<file path="config.mk">
export PLATFORM = sky130hd
export DESIGN_NAME = postfix_expression_evaluator_flat
export DESIGN_NICKNAME = d
export VERILOG_FILES = /design/src/design/pee_pkg.sv /design/src/design/pee_if.sv /design/src/design/postfix_expression_evaluator.sv /design/src/design/pee_ram.sv /design/src/design/pee_alu.sv /design/src/flat_wrapper.sv
export VERILOG_INCLUDE_DIRS = /design/src /design/src/design
export SDC_FILE = /design/constraint.sdc
export NUM_CORES = 2
export LEC_CHECK = 0
export BUFFER_PORTS_ARGS = -buffer_cell sky130_fd_sc_hd__buf_4
export CORE_MARGIN = 1
export CORE_UTILIZATION = 45
export CTS_BUF_LIST = sky130_fd_sc_hd__clkbuf_4
export CTS_CLUSTER_DIAMETER = 60
export DETAILED_ROUTE_END_ITERATION = 10
export PLACE_DENSITY_LB_ADDON = 0.05
export SLEW_MARGIN = 20
export SYNTH_ARGS = -nofsm -noshare
export SYNTH_HDL_FRONTEND = slang
export SYNTH_SLANG_ARGS = --single-unit
</file>
<file path="constraint.sdc">
create_clock -name i_clk -period 10.1 [get_ports i_clk]
set_input_delay 0.505 -clock i_clk [delete_from_list [all_inputs] [get_ports i_clk]]
set_output_delay 0.505 -clock i_clk [all_outputs]
set_load 0.005 [all_outputs]
</file>
<file path="src/design/postfix_expression_evaluator_macros.svh">
// ----------------------------------------------------------------------------
// Postfix expression evaluator assertion macros
// Shorthand for the concurrent checks at the end of the evaluator top level.
// ----------------------------------------------------------------------------
`ifndef POSTFIX_EXPRESSION_EVALUATOR_MACROS_SVH
`define POSTFIX_EXPRESSION_EVALUATOR_MACROS_SVH

// Check a condition at every clock edge outside reset
`define PEE_ASSERT_ALWAYS(label, clk, rstn, prop, msg) \
    label: assert property (@(posedge clk) disable iff (!rstn) (prop)) \
        else $error(msg);

// Check that a condition implies another in the same cycle
`define PEE_ASSERT_IMPLY(label, clk, rstn, ante, cons, msg) \
    label: assert property (@(posedge clk) disable iff (!rstn) (ante) |-> (cons)) \
        else $error(msg);

// Check that a condition implies another in the next cycle
`define PEE_ASSERT_NEXT(label, clk, rstn, ante, cons, msg) \
    label: assert property (@(posedge clk) disable iff (!rstn) (ante) |=> (cons)) \
        else $error(msg);

`endif

</file>
<file path="src/design/pee_pkg.sv">
// ----------------------------------------------------------------------------
// Postfix expression evaluator package
// Character codes, status codes, state and iterative unit types.
// ----------------------------------------------------------------------------
package pee_pkg;

    // Characters that the evaluator decodes
    localparam logic [7:0] CH_ZERO  = 8'h30;
    localparam logic [7:0] CH_NINE  = 8'h39;
    localparam logic [7:0] CH_PLUS  = 8'h2B;
    localparam logic [7:0] CH_MINUS = 8'h2D;
    localparam logic [7:0] CH_STAR  = 8'h2A;
    localparam logic [7:0] CH_SLASH = 8'h2F;
    localparam logic [7:0] CH_CARET = 8'h5E;

    localparam int WORD_W = 32;

    // Result status codes
    typedef enum logic [2:0] {
        ST_OK        = 3'd0,
        ST_UNDERFLOW = 3'd1,
        ST_DIVZERO   = 3'd2,
        ST_FULL      = 3'd3,
        ST_EMPTY     = 3'd4
    } t_status;

    // Sequencer states
    typedef enum logic [1:0] {
        S_IDLE,
        S_EXEC,
        S_WAIT,
        S_EMIT
    } t_state;

    // Operations of the iterative unit
    typedef enum logic {
        ALU_DIV,
        ALU_POW
    } t_alu_op;

    typedef struct packed {
        logic    start;
        t_alu_op op;
    } t_alu_req;

    typedef struct packed {
        logic busy;
        logic done;
    } t_alu_rsp;

endpackage

</file>
<file path="src/design/pee_if.sv">
// ----------------------------------------------------------------------------
// Postfix expression evaluator channels
// Valid/ready channels for input characters and for expression results.
// ----------------------------------------------------------------------------
interface pee_tok_if;
    logic       valid;
    logic       ready;
    logic [7:0] token;
    logic       last;

    modport source (output valid, output token, output last, input ready);
    modport sink   (input valid, input token, input last, output ready);
endinterface

interface pee_res_if;
    logic               valid;
    logic               ready;
    logic signed [31:0] value;
    logic        [2:0]  status;

    modport source (output valid, output value, output status, input ready);
    modport sink   (input valid, input value, input status, output ready);
endinterface

</file>
<file path="src/design/postfix_expression_evaluator.sv">
// A digit is pushed when taken; +, -, * and unknown characters pass S_EXEC (read, writeback).
// Divide and power wait in S_WAIT on the iterative unit, which retires one bit a cycle.
// An item flagged last ends in S_EMIT, which waits for a free slot; its result is registered.
// Characters are taken one at a time, only in S_IDLE, so each waits for the previous one.
// Reset (synchronous, active low) empties the stack, clears the error and the output slot.
// The stack memory needs no clearing pass: only entries below the pointer are read.
// ----------------------------------------------------------------------------
// Postfix expression evaluator
// Operand stack in a RAM with the top entry cached in a register.
// ----------------------------------------------------------------------------
`include "postfix_expression_evaluator_macros.svh"

module postfix_expression_evaluator #(
    parameter int STACK_DEPTH = 16
) (
    input  logic      i_clk,
    input  logic      i_rst_n,
    pee_tok_if.sink   i_tok,
    pee_res_if.source o_res
);
    import pee_pkg::*;

    localparam int AW  = $clog2(STACK_DEPTH);
    localparam int SPW = $clog2(STACK_DEPTH + 1);

    t_state            r_state, n_state;
    logic [SPW-1:0]    r_sp, n_sp;
    t_status           r_err, n_err;
    logic [WORD_W-1:0] r_tos, n_tos;
    logic [7:0]        r_op, n_op;
    logic              r_last, n_last;
    logic              r_out_valid, n_out_valid;
    logic [WORD_W-1:0] r_out_value, n_out_value;
    t_status           r_out_status, n_out_status;

    logic              tok_acc;
    logic              is_digit;
    logic              full;
    logic              few;
    logic              op_go;
    logic              slot_free;
    logic              div_zero;
    logic              long_op;
    logic [SPW-1:0]    sp_m2;
    logic [WORD_W-1:0] digit_val;

    logic              ram_we;
    logic [AW-1:0]     ram_waddr;
    logic [WORD_W-1:0] ram_wdata;
    logic [WORD_W-1:0] ram_rdata;

    t_alu_req          alu_req;
    t_alu_rsp          alu_rsp;
    logic [WORD_W-1:0] alu_result;

    // Stack storage; the top entry is also cached in r_tos
    pee_ram #(
        .WIDTH (WORD_W),
        .DEPTH (STACK_DEPTH)
    ) u_stack (
        .i_clk   (i_clk),
        .i_we    (ram_we),
        .i_waddr (ram_waddr),
        .i_wdata (ram_wdata),
        .i_raddr (sp_m2[AW-1:0]),
        .o_rdata (ram_rdata)
    );

    // Divide and power unit
    pee_alu u_alu (
        .i_clk    (i_clk),
        .i_rst_n  (i_rst_n),
        .i_req    (alu_req),
        .i_a      (ram_rdata),
        .i_b      (r_tos),
        .o_rsp    (alu_rsp),
        .o_result (alu_result)
    );

    // Decode the incoming character and stack conditions
    always_comb begin
        tok_acc   = i_tok.valid && i_tok.ready;
        is_digit  = i_tok.token inside {[CH_ZERO:CH_NINE]};
        digit_val = WORD_W'(i_tok.token - CH_ZERO);
        full      = (r_sp >= SPW'(STACK_DEPTH));
        few       = (r_sp < SPW'(2));
        op_go     = (r_err == ST_OK) && !is_digit && !few;
        sp_m2     = r_sp - SPW'(2);
        slot_free = !r_out_valid || o_res.ready;
        div_zero  = (r_op == CH_SLASH) && (r_tos == '0);
        long_op   = ((r_op == CH_SLASH) && !div_zero) || (r_op == CH_CARET);
    end

    // Next state
    always_comb begin
        n_state = r_state;
        case (r_state)
            S_IDLE: begin
                if (tok_acc) begin
                    if (op_go) begin
                        n_state = S_EXEC;
                    end else if (i_tok.last) begin
                        n_state = S_EMIT;
                    end
                end
            end
            S_EXEC: begin
                if (long_op) begin
                    n_state = S_WAIT;
                end else begin
                    n_state = r_last ? S_EMIT : S_IDLE;
                end
            end
            S_WAIT: begin
                if (alu_rsp.done) begin
                    n_state = r_last ? S_EMIT : S_IDLE;
                end
            end
            S_EMIT: begin
                if (slot_free) begin
                    n_state = S_IDLE;
                end
            end
            default: n_state = S_IDLE;
        endcase
    end

    // Outputs and datapath
    always_comb begin
        i_tok.ready  = (r_state == S_IDLE);
        n_sp         = r_sp;
        n_err        = r_err;
        n_tos        = r_tos;
        n_op         = r_op;
        n_last       = r_last;
        n_out_valid  = r_out_valid && !o_res.ready;
        n_out_value  = r_out_value;
        n_out_status = r_out_status;
        ram_we       = 1'b0;
        ram_waddr    = r_sp[AW-1:0];
        ram_wdata    = digit_val;
        alu_req      = '{start: 1'b0, op: ALU_DIV};
        case (r_state)
            S_IDLE: begin
                if (tok_acc) begin
                    n_op   = i_tok.token;
                    n_last = i_tok.last;
                    if (r_err == ST_OK) begin
                        if (is_digit) begin
                            if (full) begin
                                n_err = ST_FULL;
                            end else begin
                                // push: the new top goes to memory and the cache
                                ram_we = 1'b1;
                                n_tos  = digit_val;
                                n_sp   = r_sp + 1'b1;
                            end
                        end else if (few) begin
                            n_err = ST_UNDERFLOW;
                        end
                    end
                end
            end
            S_EXEC: begin
                ram_waddr = sp_m2[AW-1:0];
                case (r_op)
                    CH_PLUS:  ram_wdata = ram_rdata + r_tos;
                    CH_MINUS: ram_wdata = ram_rdata - r_tos;
                    CH_STAR:  ram_wdata = ram_rdata * r_tos;
                    default:  ram_wdata = '0;
                endcase
                if (div_zero) begin
                    n_err = ST_DIVZERO;
                end else if (long_op) begin
                    alu_req = '{start: 1'b1, op: (r_op == CH_SLASH) ? ALU_DIV : ALU_POW};
                end else begin
                    // pop two, push the result
                    ram_we = 1'b1;
                    n_tos  = ram_wdata;
                    n_sp   = r_sp - 1'b1;
                end
            end
            S_WAIT: begin
                ram_waddr = sp_m2[AW-1:0];
                ram_wdata = alu_result;
                if (alu_rsp.done) begin
                    ram_we = 1'b1;
                    n_tos  = alu_result;
                    n_sp   = r_sp - 1'b1;
                end
            end
            S_EMIT: begin
                if (slot_free) begin
                    n_out_valid = 1'b1;
                    if (r_err != ST_OK) begin
                        n_out_status = r_err;
                        n_out_value  = '0;
                    end else if (r_sp == '0) begin
                        n_out_status = ST_EMPTY;
                        n_out_value  = '0;
                    end else begin
                        n_out_status = ST_OK;
                        n_out_value  = r_tos;
                    end
                    // drop the expression
                    n_sp  = '0;
                    n_err = ST_OK;
                end
            end
            default: ;
        endcase
    end

    // Control registers
    always_ff @(posedge i_clk) begin
        if (!i_rst_n) begin
            r_state     <= S_IDLE;
            r_sp        <= '0;
            r_err       <= ST_OK;
            r_out_valid <= 1'b0;
        end else begin
            r_state     <= n_state;
            r_sp        <= n_sp;
            r_err       <= n_err;
            r_out_valid <= n_out_valid;
        end
    end

    // Payload registers
    always_ff @(posedge i_clk) begin
        r_tos        <= n_tos;
        r_op         <= n_op;
        r_last       <= n_last;
        r_out_value  <= n_out_value;
        r_out_status <= n_out_status;
    end

    assign o_res.valid  = r_out_valid;
    assign o_res.value  = r_out_value;
    assign o_res.status = r_out_status;

    `PEE_ASSERT_ALWAYS(a_sp_bound, i_clk, i_rst_n, r_sp <= SPW'(STACK_DEPTH), "stack pointer past depth")
    `PEE_ASSERT_IMPLY(a_start_exec, i_clk, i_rst_n, alu_req.start, r_state == S_EXEC, "unit start outside execute")
    `PEE_ASSERT_IMPLY(a_busy_wait, i_clk, i_rst_n, alu_rsp.busy, r_state == S_WAIT, "unit busy while sequencer moved on")
    `PEE_ASSERT_NEXT(a_emit_clear, i_clk, i_rst_n, (r_state == S_EMIT) && slot_free, (r_sp == '0) && (r_err == ST_OK), "stack not cleared after result")
    `PEE_ASSERT_IMPLY(a_err_zero, i_clk, i_rst_n, o_res.valid && (o_res.status != ST_OK), o_res.value == '0, "error result carries a value")

endmodule

</file>
<file path="src/design/pee_ram.sv">
// ----------------------------------------------------------------------------
// Generic RAM
// One write port and one read port, read data registered.
// ----------------------------------------------------------------------------
module pee_ram #(
    parameter int WIDTH = 32,
    parameter int DEPTH = 16
) (
    input  logic                     i_clk,
    input  logic                     i_we,
    input  logic [$clog2(DEPTH)-1:0] i_waddr,
    input  logic [WIDTH-1:0]         i_wdata,
    input  logic [$clog2(DEPTH)-1:0] i_raddr,
    output logic [WIDTH-1:0]         o_rdata
);

    logic [WIDTH-1:0] r_mem [DEPTH];

    // Write and registered read
    always_ff @(posedge i_clk) begin
        if (i_we) begin
            r_mem[i_waddr] <= i_wdata;
        end
        o_rdata <= r_mem[i_raddr];
    end

endmodule

</file>
<file path="src/design/pee_alu.sv">
// ----------------------------------------------------------------------------
// Postfix expression evaluator iterative unit
// Signed divide (one quotient bit per cycle) and square-and-multiply power.
// ----------------------------------------------------------------------------
module pee_alu (
    input  logic              i_clk,
    input  logic              i_rst_n,
    input  pee_pkg::t_alu_req i_req,
    input  logic [31:0]       i_a,
    input  logic [31:0]       i_b,
    output pee_pkg::t_alu_rsp o_rsp,
    output logic [31:0]       o_result
);
    import pee_pkg::*;

    localparam int CNT_W = $clog2(WORD_W + 1);

    logic             r_busy;
    logic             r_done;
    t_alu_op          r_op;
    logic [CNT_W-1:0] r_cnt;
    logic             r_neg;
    // Divide: remainder, dividend/quotient, divisor. Power: product, base, exponent.
    logic [WORD_W-1:0] r_p;
    logic [WORD_W-1:0] r_q;
    logic [WORD_W-1:0] r_d;
    logic [WORD_W-1:0] r_res;

    logic [WORD_W:0]   trial;
    logic [WORD_W:0]   diff;
    logic              fits;
    logic [WORD_W-1:0] abs_a;
    logic [WORD_W-1:0] abs_b;

    // Magnitudes and one restoring step
    always_comb begin
        abs_a = i_a[WORD_W-1] ? (~i_a + 1'b1) : i_a;
        abs_b = i_b[WORD_W-1] ? (~i_b + 1'b1) : i_b;
        trial = {r_p, r_q[WORD_W-1]};
        diff  = trial - {1'b0, r_d};
        fits  = (trial >= {1'b0, r_d});
    end

    // Control
    always_ff @(posedge i_clk) begin
        if (!i_rst_n) begin
            r_busy <= 1'b0;
            r_done <= 1'b0;
        end else begin
            r_done <= 1'b0;
            if (i_req.start) begin
                r_busy <= 1'b1;
            end else if (r_busy) begin
                if ((r_op == ALU_DIV && r_cnt == CNT_W'(WORD_W)) ||
                    (r_op == ALU_POW && r_d == '0)) begin
                    r_busy <= 1'b0;
                    r_done <= 1'b1;
                end
            end
        end
    end

    // Datapath
    always_ff @(posedge i_clk) begin
        if (i_req.start) begin
            r_op  <= i_req.op;
            r_cnt <= '0;
            r_neg <= i_a[WORD_W-1] ^ i_b[WORD_W-1];
            if (i_req.op == ALU_DIV) begin
                r_p <= '0;
                r_q <= abs_a;
                r_d <= abs_b;
            end else begin
                r_p <= WORD_W'(1);
                r_q <= i_a;
                // negative exponent gives one
                r_d <= i_b[WORD_W-1] ? '0 : i_b;
            end
        end else if (r_busy) begin
            if (r_op == ALU_DIV) begin
                if (r_cnt == CNT_W'(WORD_W)) begin
                    r_res <= r_neg ? (~r_q + 1'b1) : r_q;
                end else begin
                    r_p   <= fits ? diff[WORD_W-1:0] : trial[WORD_W-1:0];
                    r_q   <= {r_q[WORD_W-2:0], fits};
                    r_cnt <= r_cnt + 1'b1;
                end
            end else begin
                if (r_d == '0) begin
                    r_res <= r_p;
                end else begin
                    if (r_d[0]) begin
                        r_p <= r_p * r_q;
                    end
                    r_q <= r_q * r_q;
                    r_d <= r_d >> 1;
                end
            end
        end
    end

    assign o_rsp.busy = r_busy;
    assign o_rsp.done = r_done;
    assign o_result   = r_res;

endmodule

</file>
<file path="src/flat_wrapper.sv">
// flat-port wrapper written by rule: the top's interface ports become plain ports
module postfix_expression_evaluator_flat import pee_pkg::*;
#(
    parameter int STACK_DEPTH = 16
)
  (i_clk, i_rst_n, i_tok_valid, i_tok_token, i_tok_last, i_tok_ready, o_res_valid, o_res_value, o_res_status, o_res_ready);
  pee_tok_if i_tok_i ();
  pee_res_if o_res_i ();
  input  logic i_clk;
  input  logic i_rst_n;
  input wire logic [$bits(i_tok_i.valid)-1:0] i_tok_valid;
  input wire logic [$bits(i_tok_i.token)-1:0] i_tok_token;
  input wire logic [$bits(i_tok_i.last)-1:0] i_tok_last;
  output wire logic [$bits(i_tok_i.ready)-1:0] i_tok_ready;
  output wire logic [$bits(o_res_i.valid)-1:0] o_res_valid;
  output wire logic [$bits(o_res_i.value)-1:0] o_res_value;
  output wire logic [$bits(o_res_i.status)-1:0] o_res_status;
  input wire logic [$bits(o_res_i.ready)-1:0] o_res_ready;
  assign i_tok_i.valid = i_tok_valid;
  assign i_tok_i.token = i_tok_token;
  assign i_tok_i.last = i_tok_last;
  assign i_tok_ready = i_tok_i.ready;
  assign o_res_valid = o_res_i.valid;
  assign o_res_value = o_res_i.value;
  assign o_res_status = o_res_i.status;
  assign o_res_i.ready = o_res_ready;
  postfix_expression_evaluator #(.STACK_DEPTH(STACK_DEPTH)) u_core (.i_clk(i_clk), .i_rst_n(i_rst_n), .i_tok(i_tok_i), .o_res(o_res_i));
endmodule
</file>
### Word level (Yosys, flattened, before mapping)

Memory sizes are Yosys's and may differ from the RTL's. A register that Yosys moved wholly into a read port is not among the register bits.
Cells that the tools add are included.
W data, S select, Z words.

| word-level totals | value |
|---|---|
| register bits after elaboration | 225 |
| memories | 1 |
| bits of input ports | 13 |
| memory bits (writable) | 512 |

Memory list:

| memory | words | bits a word | read ports | clocked after Yosys merged registers in | write ports | RTL line | RTL |
|---|---|---|---|---|---|---|---|
| u_core.u_stack.r_mem | 16 | 32 | 1 | 1 | 1 | pee_ram.sv:17 | `logic [WIDTH-1:0] r_mem [DEPTH];` |

| operators by class | value |
|---|---|
| multiply operators | 3 |
| bitwise gates (word level) | 9 |
| mux-type cells | 84 |
| reductions and logical operators | 42 |
| $lt $le $gt $ge | 5 |
| eq/ne operators | 26 |
| add/sub/neg operators | 11 |

Operator list:

| cell | count |
|---|---|
| $mux W32 | 31 |
| $pmux W32 S3 | 2 |
| $add A32 B1 Y32 const B | 3 |
| $mul A32 B32 Y32 | 3 |
| $not A32 Y32 | 3 |
| $logic_not A32 Y1 | 2 |
| $pmux W32 S2 | 1 |
| $sub A32 B32 Y32 | 2 |
| $mux W5 | 8 |
| $ge A33 B32 Y1 | 1 |
| $add A32 B32 Y32 | 1 |
| $eq A8 B6 Y1 const B | 4 |
| $mux W31 | 1 |
| $mux W3 | 9 |
| $mux W2 | 10 |
| $pmux W5 S4 | 1 |
| $mux W1 | 17 |
| $reduce_and A8 Y1 | 2 |
| $ne A2 B2 Y1 const B | 7 |
| $reduce_and A4 Y1 | 3 |
| $logic_and A1 B1 Y1 | 9 |
| $ne A3 B3 Y1 const B | 3 |
| $pmux W3 S3 | 1 |
| $reduce_and A3 Y1 | 3 |
| 32 further kinds | 53 |

### Logic depth before layout (Yosys ltp)

| depth | value |
|---|---|
| word-level depth | 10 |
| mapped depth | 29 |
| gate-level depth less buffers | 27 |

### Cells and area by module

From an unflattened synthesis, not the netlist that was laid out.

| second synthesis, totals | value |
|---|---|
| cell total of the unflattened synthesis | 7,572 |
| area total of the unflattened synthesis | 81,144.1 um^2 |

By module, submodules not included:

| module | sequential area each (um^2) | cells an instance | area each (um^2) | instances |
|---|---|---|---|---|
| pee_alu | 4,063.9 | 4,297 | 38,979.9 | 1 |
| postfix_expression_evaluator | 2,482.4 | 2,437 | 22,328.9 | 1 |
| pee_ram | 16,015.4 | 838 | 19,835.3 | 1 |

### Worst setup path after synthesis

No wires, ideal clock.

| timing path | value |
|---|---|
| kind | reg-to-reg |
| start point | reg u_core.u_alu.r_q[2] |
| end point | reg u_core.u_alu.r_p[25] (data pin) |
| clock period less this slack | 7,814 ps |
| path slack | 2,286 ps |
| data required time | 9,826 ps |
| cell stages (with the launch flop) | 30 |
| arrival time | 7,540 ps |
| setup time | 274 ps |
| path through | edfxtp_1 > clkbuf_1 > clkbuf_1 > clkbuf_1 > nand2_1 > fa_1 > inv_1 > fa_1 > inv_1 > fa_1 > inv_1 > fa_1 > inv_1 > fa_1 > inv_1 > fa_1 > fa_1 > inv_1 > fa_1 > inv_1 > ha_1 > and4_1 > and2_1 > a211oi_1 > a21oi_1 > a31o_2 > a21o_1 > a21oi_1 > mux2i_1 > a211oi_1 |

| on the way | value |
|---|---|
| longest elaborated chain between the ends | 6 |

RTL lines:

| item | RTL line | RTL |
|---|---|---|
| start: declaration | pee_alu.sv:25 | `logic [WORD_W-1:0] r_q;` |
| start signal: assignment | pee_alu.sv:71 | `r_q <= abs_a;` |
| start signal: assignment | pee_alu.sv:75 | `r_q <= i_a;` |
| start signal: assignment | pee_alu.sv:85 | `r_q <= {r_q[WORD_W-2:0], fits};` |
| $mul A32 B32 Y32 | pee_alu.sv:93 | `r_p <= r_p * r_q;` |
| $mux W32 | pee_alu.sv:92 | `if (r_d[0]) begin` |
| $mux W32 | pee_alu.sv:89 | `if (r_d == '0) begin` |
| $mux W32 | pee_alu.sv:80 | `if (r_op == ALU_DIV) begin` |
| $mux W32 | pee_alu.sv:79 | `end else if (r_busy) begin` |
| $mux W32 | pee_alu.sv:65 | `if (i_req.start) begin` |
| end signal: assignment | pee_alu.sv:84 | `r_p <= fits ? diff[WORD_W-1:0] : trial[WORD_W-1:0];` |
| end signal: assignment | pee_alu.sv:93 |  |
| end: declaration | pee_alu.sv:24 | `logic [WORD_W-1:0] r_p;` |

Every way passes these cells. The select of a mux whose other input is x is not followed.
A chain may end at the register's enable or synchronous reset.

### Worst setup path after layout

| timing path | value |
|---|---|
| start point | reg u_core.r_tos[2] |
| end point | mem u_core.u_stack.r_mem[8][31] (data pin) |

| on the way | value |
|---|---|
| longest elaborated chain between the ends | 3 |
| elaborated cells between the ends (all ways) | 5 |

RTL lines:

| item | RTL line | RTL |
|---|---|---|
| start: declaration | postfix_expression_evaluator.sv:29 | `logic [WORD_W-1:0] r_tos, n_tos;` |
| start signal: assignment | postfix_expression_evaluator.sv:231 | `r_tos <= n_tos;` |
| $mul A32 B32 Y32 (tied with other cells) | postfix_expression_evaluator.sv:169 | `CH_STAR: ram_wdata = ram_rdata * r_tos;` |
| $pmux W32 S3 * | postfix_expression_evaluator.sv:166 | `case (r_op)` |
| $pmux W32 S2 * | postfix_expression_evaluator.sv:143 | `case (r_state)` |
| end: declaration | pee_ram.sv:17 |  |

Every way passes the cells marked *; elsewhere a longest branch is shown, timed or not.

==> run metrics <==
starting density of the core=45.5%; compound-cell area share of the yosys netlist=6.43%; FILL cells=16800; vias=57000; Final Hold Viols=0; Cells after Synth=7715; Crit path arrival time=9.50 ns; depth of the CTS H-tree=4; Synth top area share=29.2%; sequential area share after synthesis=27.7%; Worst Setup End Kind=flop; status=completed; xor-xnor portion of the synthesized cell area=3.74%; routed len/inst=26.0 µm; mapped cell area=81400 µm²; GRT Util Overall=30.0%; Multi-input gate area=51900 µm²; CTS sink cnt=768; Fmax=115 MHz; Min-Delay Path Class=in -> reg; post-CTS sizing=0; hold path cells=3; Worst R2R Path Depth=21; setup TNS=0 ns; gr ovfl total=0; CP Launch Type=flop; Yosys top cell by area=fa_1; Top FF cell, synth=edfxtp_1; router iterations before antenna repair=5; # setup viols final=0; RSZ-0062 raised after global routing=no; Rows=155; post-layout net count=9422; Most Frequent Cell on Critical Path=fa_1; Clock transition at path regs=0.07 ns; Synth Register Bits=768; Tcrit/Tclk final=86.4%; IO buf count=49; DP HPWL=196000 µm; Core Box Area=179000 µm²; 1st-iter DRT viols=4177; synth-to-layout area growth=7.91%; clk root buf=clkbuf_4; crit-path max FO=29; Synth Area in Simple Gates=12.3%; mux contribution to synthesized area=4.82%; number of synthesized flops with an enable pin=718; CTS tree=yes; share of cells above drive strength 1=10.4%; number of synthesis warnings=0; maximum capacitance violations=0; routability cong.=0.966; Seq. cell area=22600 µm²; flop-to-flop setup slack=1.37 ns; Fin Clk Skew=0.144 ns; critical path cell sequence=buf_4, nand2_1, fa_1, inv_1, fa_1, inv_1, fa_1, fa_1, inv_1, fa_1, fa_1, fa_1, fa_1, ha_1, or2_2, a21oi_1, a31oi_1, and4_1, a2111oi_1, xnor2_1, a211o_1; Period minus WS final=8.73 ns; post-synthesis adder-cell area fraction=36.2%; Synth cell types=97; Worst-Margin Slew=1.19 ns; Routed Antenna Nets=0; initial antenna violation count=24; FFs w/ async S/R, synth=0%; slowest CP cell=fa_1; Pins Over Slew Limit=0; Critical Path RT=10.87 ns; Post-CTS Setup Repair Bufs=0; Clk Latency, worst-skew pair=1.24 ns; DRC violations left=0; syn nets=9370; critical path class=reg -> reg; die footprint=183000 µm²; largest family of logic cells by synthesized area=adder cells; commonest cells in the synthesized netlist=inv_1, fa_1, nand2_1; largest net degree at the start of global routing=96; Top Ports=50; first-pass GRT wire length=399000 µm; most frequent cell after synthesis=inv_1; clock buffer depth=3; CTS buffer count=201; # hold bufs at CTS=21; largest cells by area after synthesis=fa_1, edfxtp_1, ha_1; final WL=267000 µm; relative slew slack=20.4%; CP peak stage delay=0.73 ns; vias in the first global route=60800; Vias/cell=5.53; Mapped Avg Cell Area=10.6 µm²; Die Y=427 µm; die width=427 µm
==> critical path, delay by kind of cell (launching register included) <==
family,cells,cell delay (ns)
and+or+nand+nor,3,0.78
xor gates and xnor gates,1,0.18
DFF,1,0.54
buffers and inverters,4,0.60
adders and majority gates,9,4.96
AOI/OAI and AO/OA,4,1.25
==> cells in the final DEF (no fill, tap or decap), types with 57 or more instances in the layout <==
master,n
ha_1,455
a21oi_1,182
xor2_1,127
inv_1,1472
edfxtp_1,718
clkbuf_4,295
xnor2_1,220
a21o_1,57
a211oi_1,65
nor2_1,224
and2_1,568
buf_4,249
nand2_1,946
mux4_2,160
o21ai_0,186
fa_1,1186
==> final timing paths <==
| kind | startpoint | end |
|---|---|---|
| setup / recovery | u_core.r_tos[2] | u_core.u_stack.r_mem[8][31] |
| hold / removal | i_rst_n | u_core.u_alu.r_done |
| setup reg to reg | u_core.r_tos[2] | u_core.u_stack.r_mem[8][31] |
| hold reg to reg | u_core.u_alu.r_cnt[5] | u_core.u_alu.r_cnt[5] |
==> stage by stage <==
stage	setup WS, ns	utilization [%]	hold slack [ns]	area, µm²	std cells
after global routing	1.23	49.0	0.167	87900	10300
final	1.37	49.0	0.211	87900	10300
after global placement	1.51	47.4	0.506	84900	9895
after detailed placement	1.51	47.4	0.511	84900	9896
after floorplan	2.29	-	0.479	81400	7715
after CTS	1.48	49.0	0.0624	87800	10300
==> layer usage <==
| layer | track usage [%] | up-vias | routed length, µm |
|---|---|---|---|
| met5 | 0.265 | - | 97 |
| met4 | 13.4 | 6 | 12400 |
| met3 | 4.26 | 551 | 15800 |
| met2 | 49.9 | 1994 | 130000 |
| met1 | 39.0 | 29500 | 109000 |
| li1 | - | 24900 | - |
==> layout make-up <==
| type | count | area share (%) |
|---|---|---|
| Multi-Input combinational cell | 5039 | 59.1 |
| Sequential cell | 768 | 25.7 |
| Inverter | 1480 | 6.32 |
| Tap cell | 2355 | 3.35 |
| Clock buffer | 294 | 2.51 |
| Timing Repair Buffer | 277 | 2.51 |
| Clock inverter | 75 | 0.530 |
| Antenna cell | 16 | 0.0456 |
==> flip-flops by register name, summed over array words and instances, names as in the netlist, 2 cells and up <==
signal	count
u_core.r_sp	5
u_core.r_tos	32
u_core.r_op	8
u_core.o_res.status	3
u_core.r_state	2
u_core.u_stack.r_mem	512
u_core.u_alu.r_cnt	6
u_core.u_alu.o_result	32
u_core.u_alu.r_q	32
u_core.r_err	2
u_core.u_alu.r_p	32
u_core.o_res.value	32
u_core.u_alu.r_d	32
u_core.u_stack.o_rdata	32
==> cells by family after synthesis <==
logic type                 after synthesis
muxes                                  192
xor gates and xnor gates               348
adders and majority gates             1642
AOI/OAI and AO/OA                      797
DFF                                    768
buffers and inverters                 1908
and+or+nand+nor                       2060
Power is not shown: default switching activity piles up to over one toggle a cycle in this logic, so the estimate is an artifact.
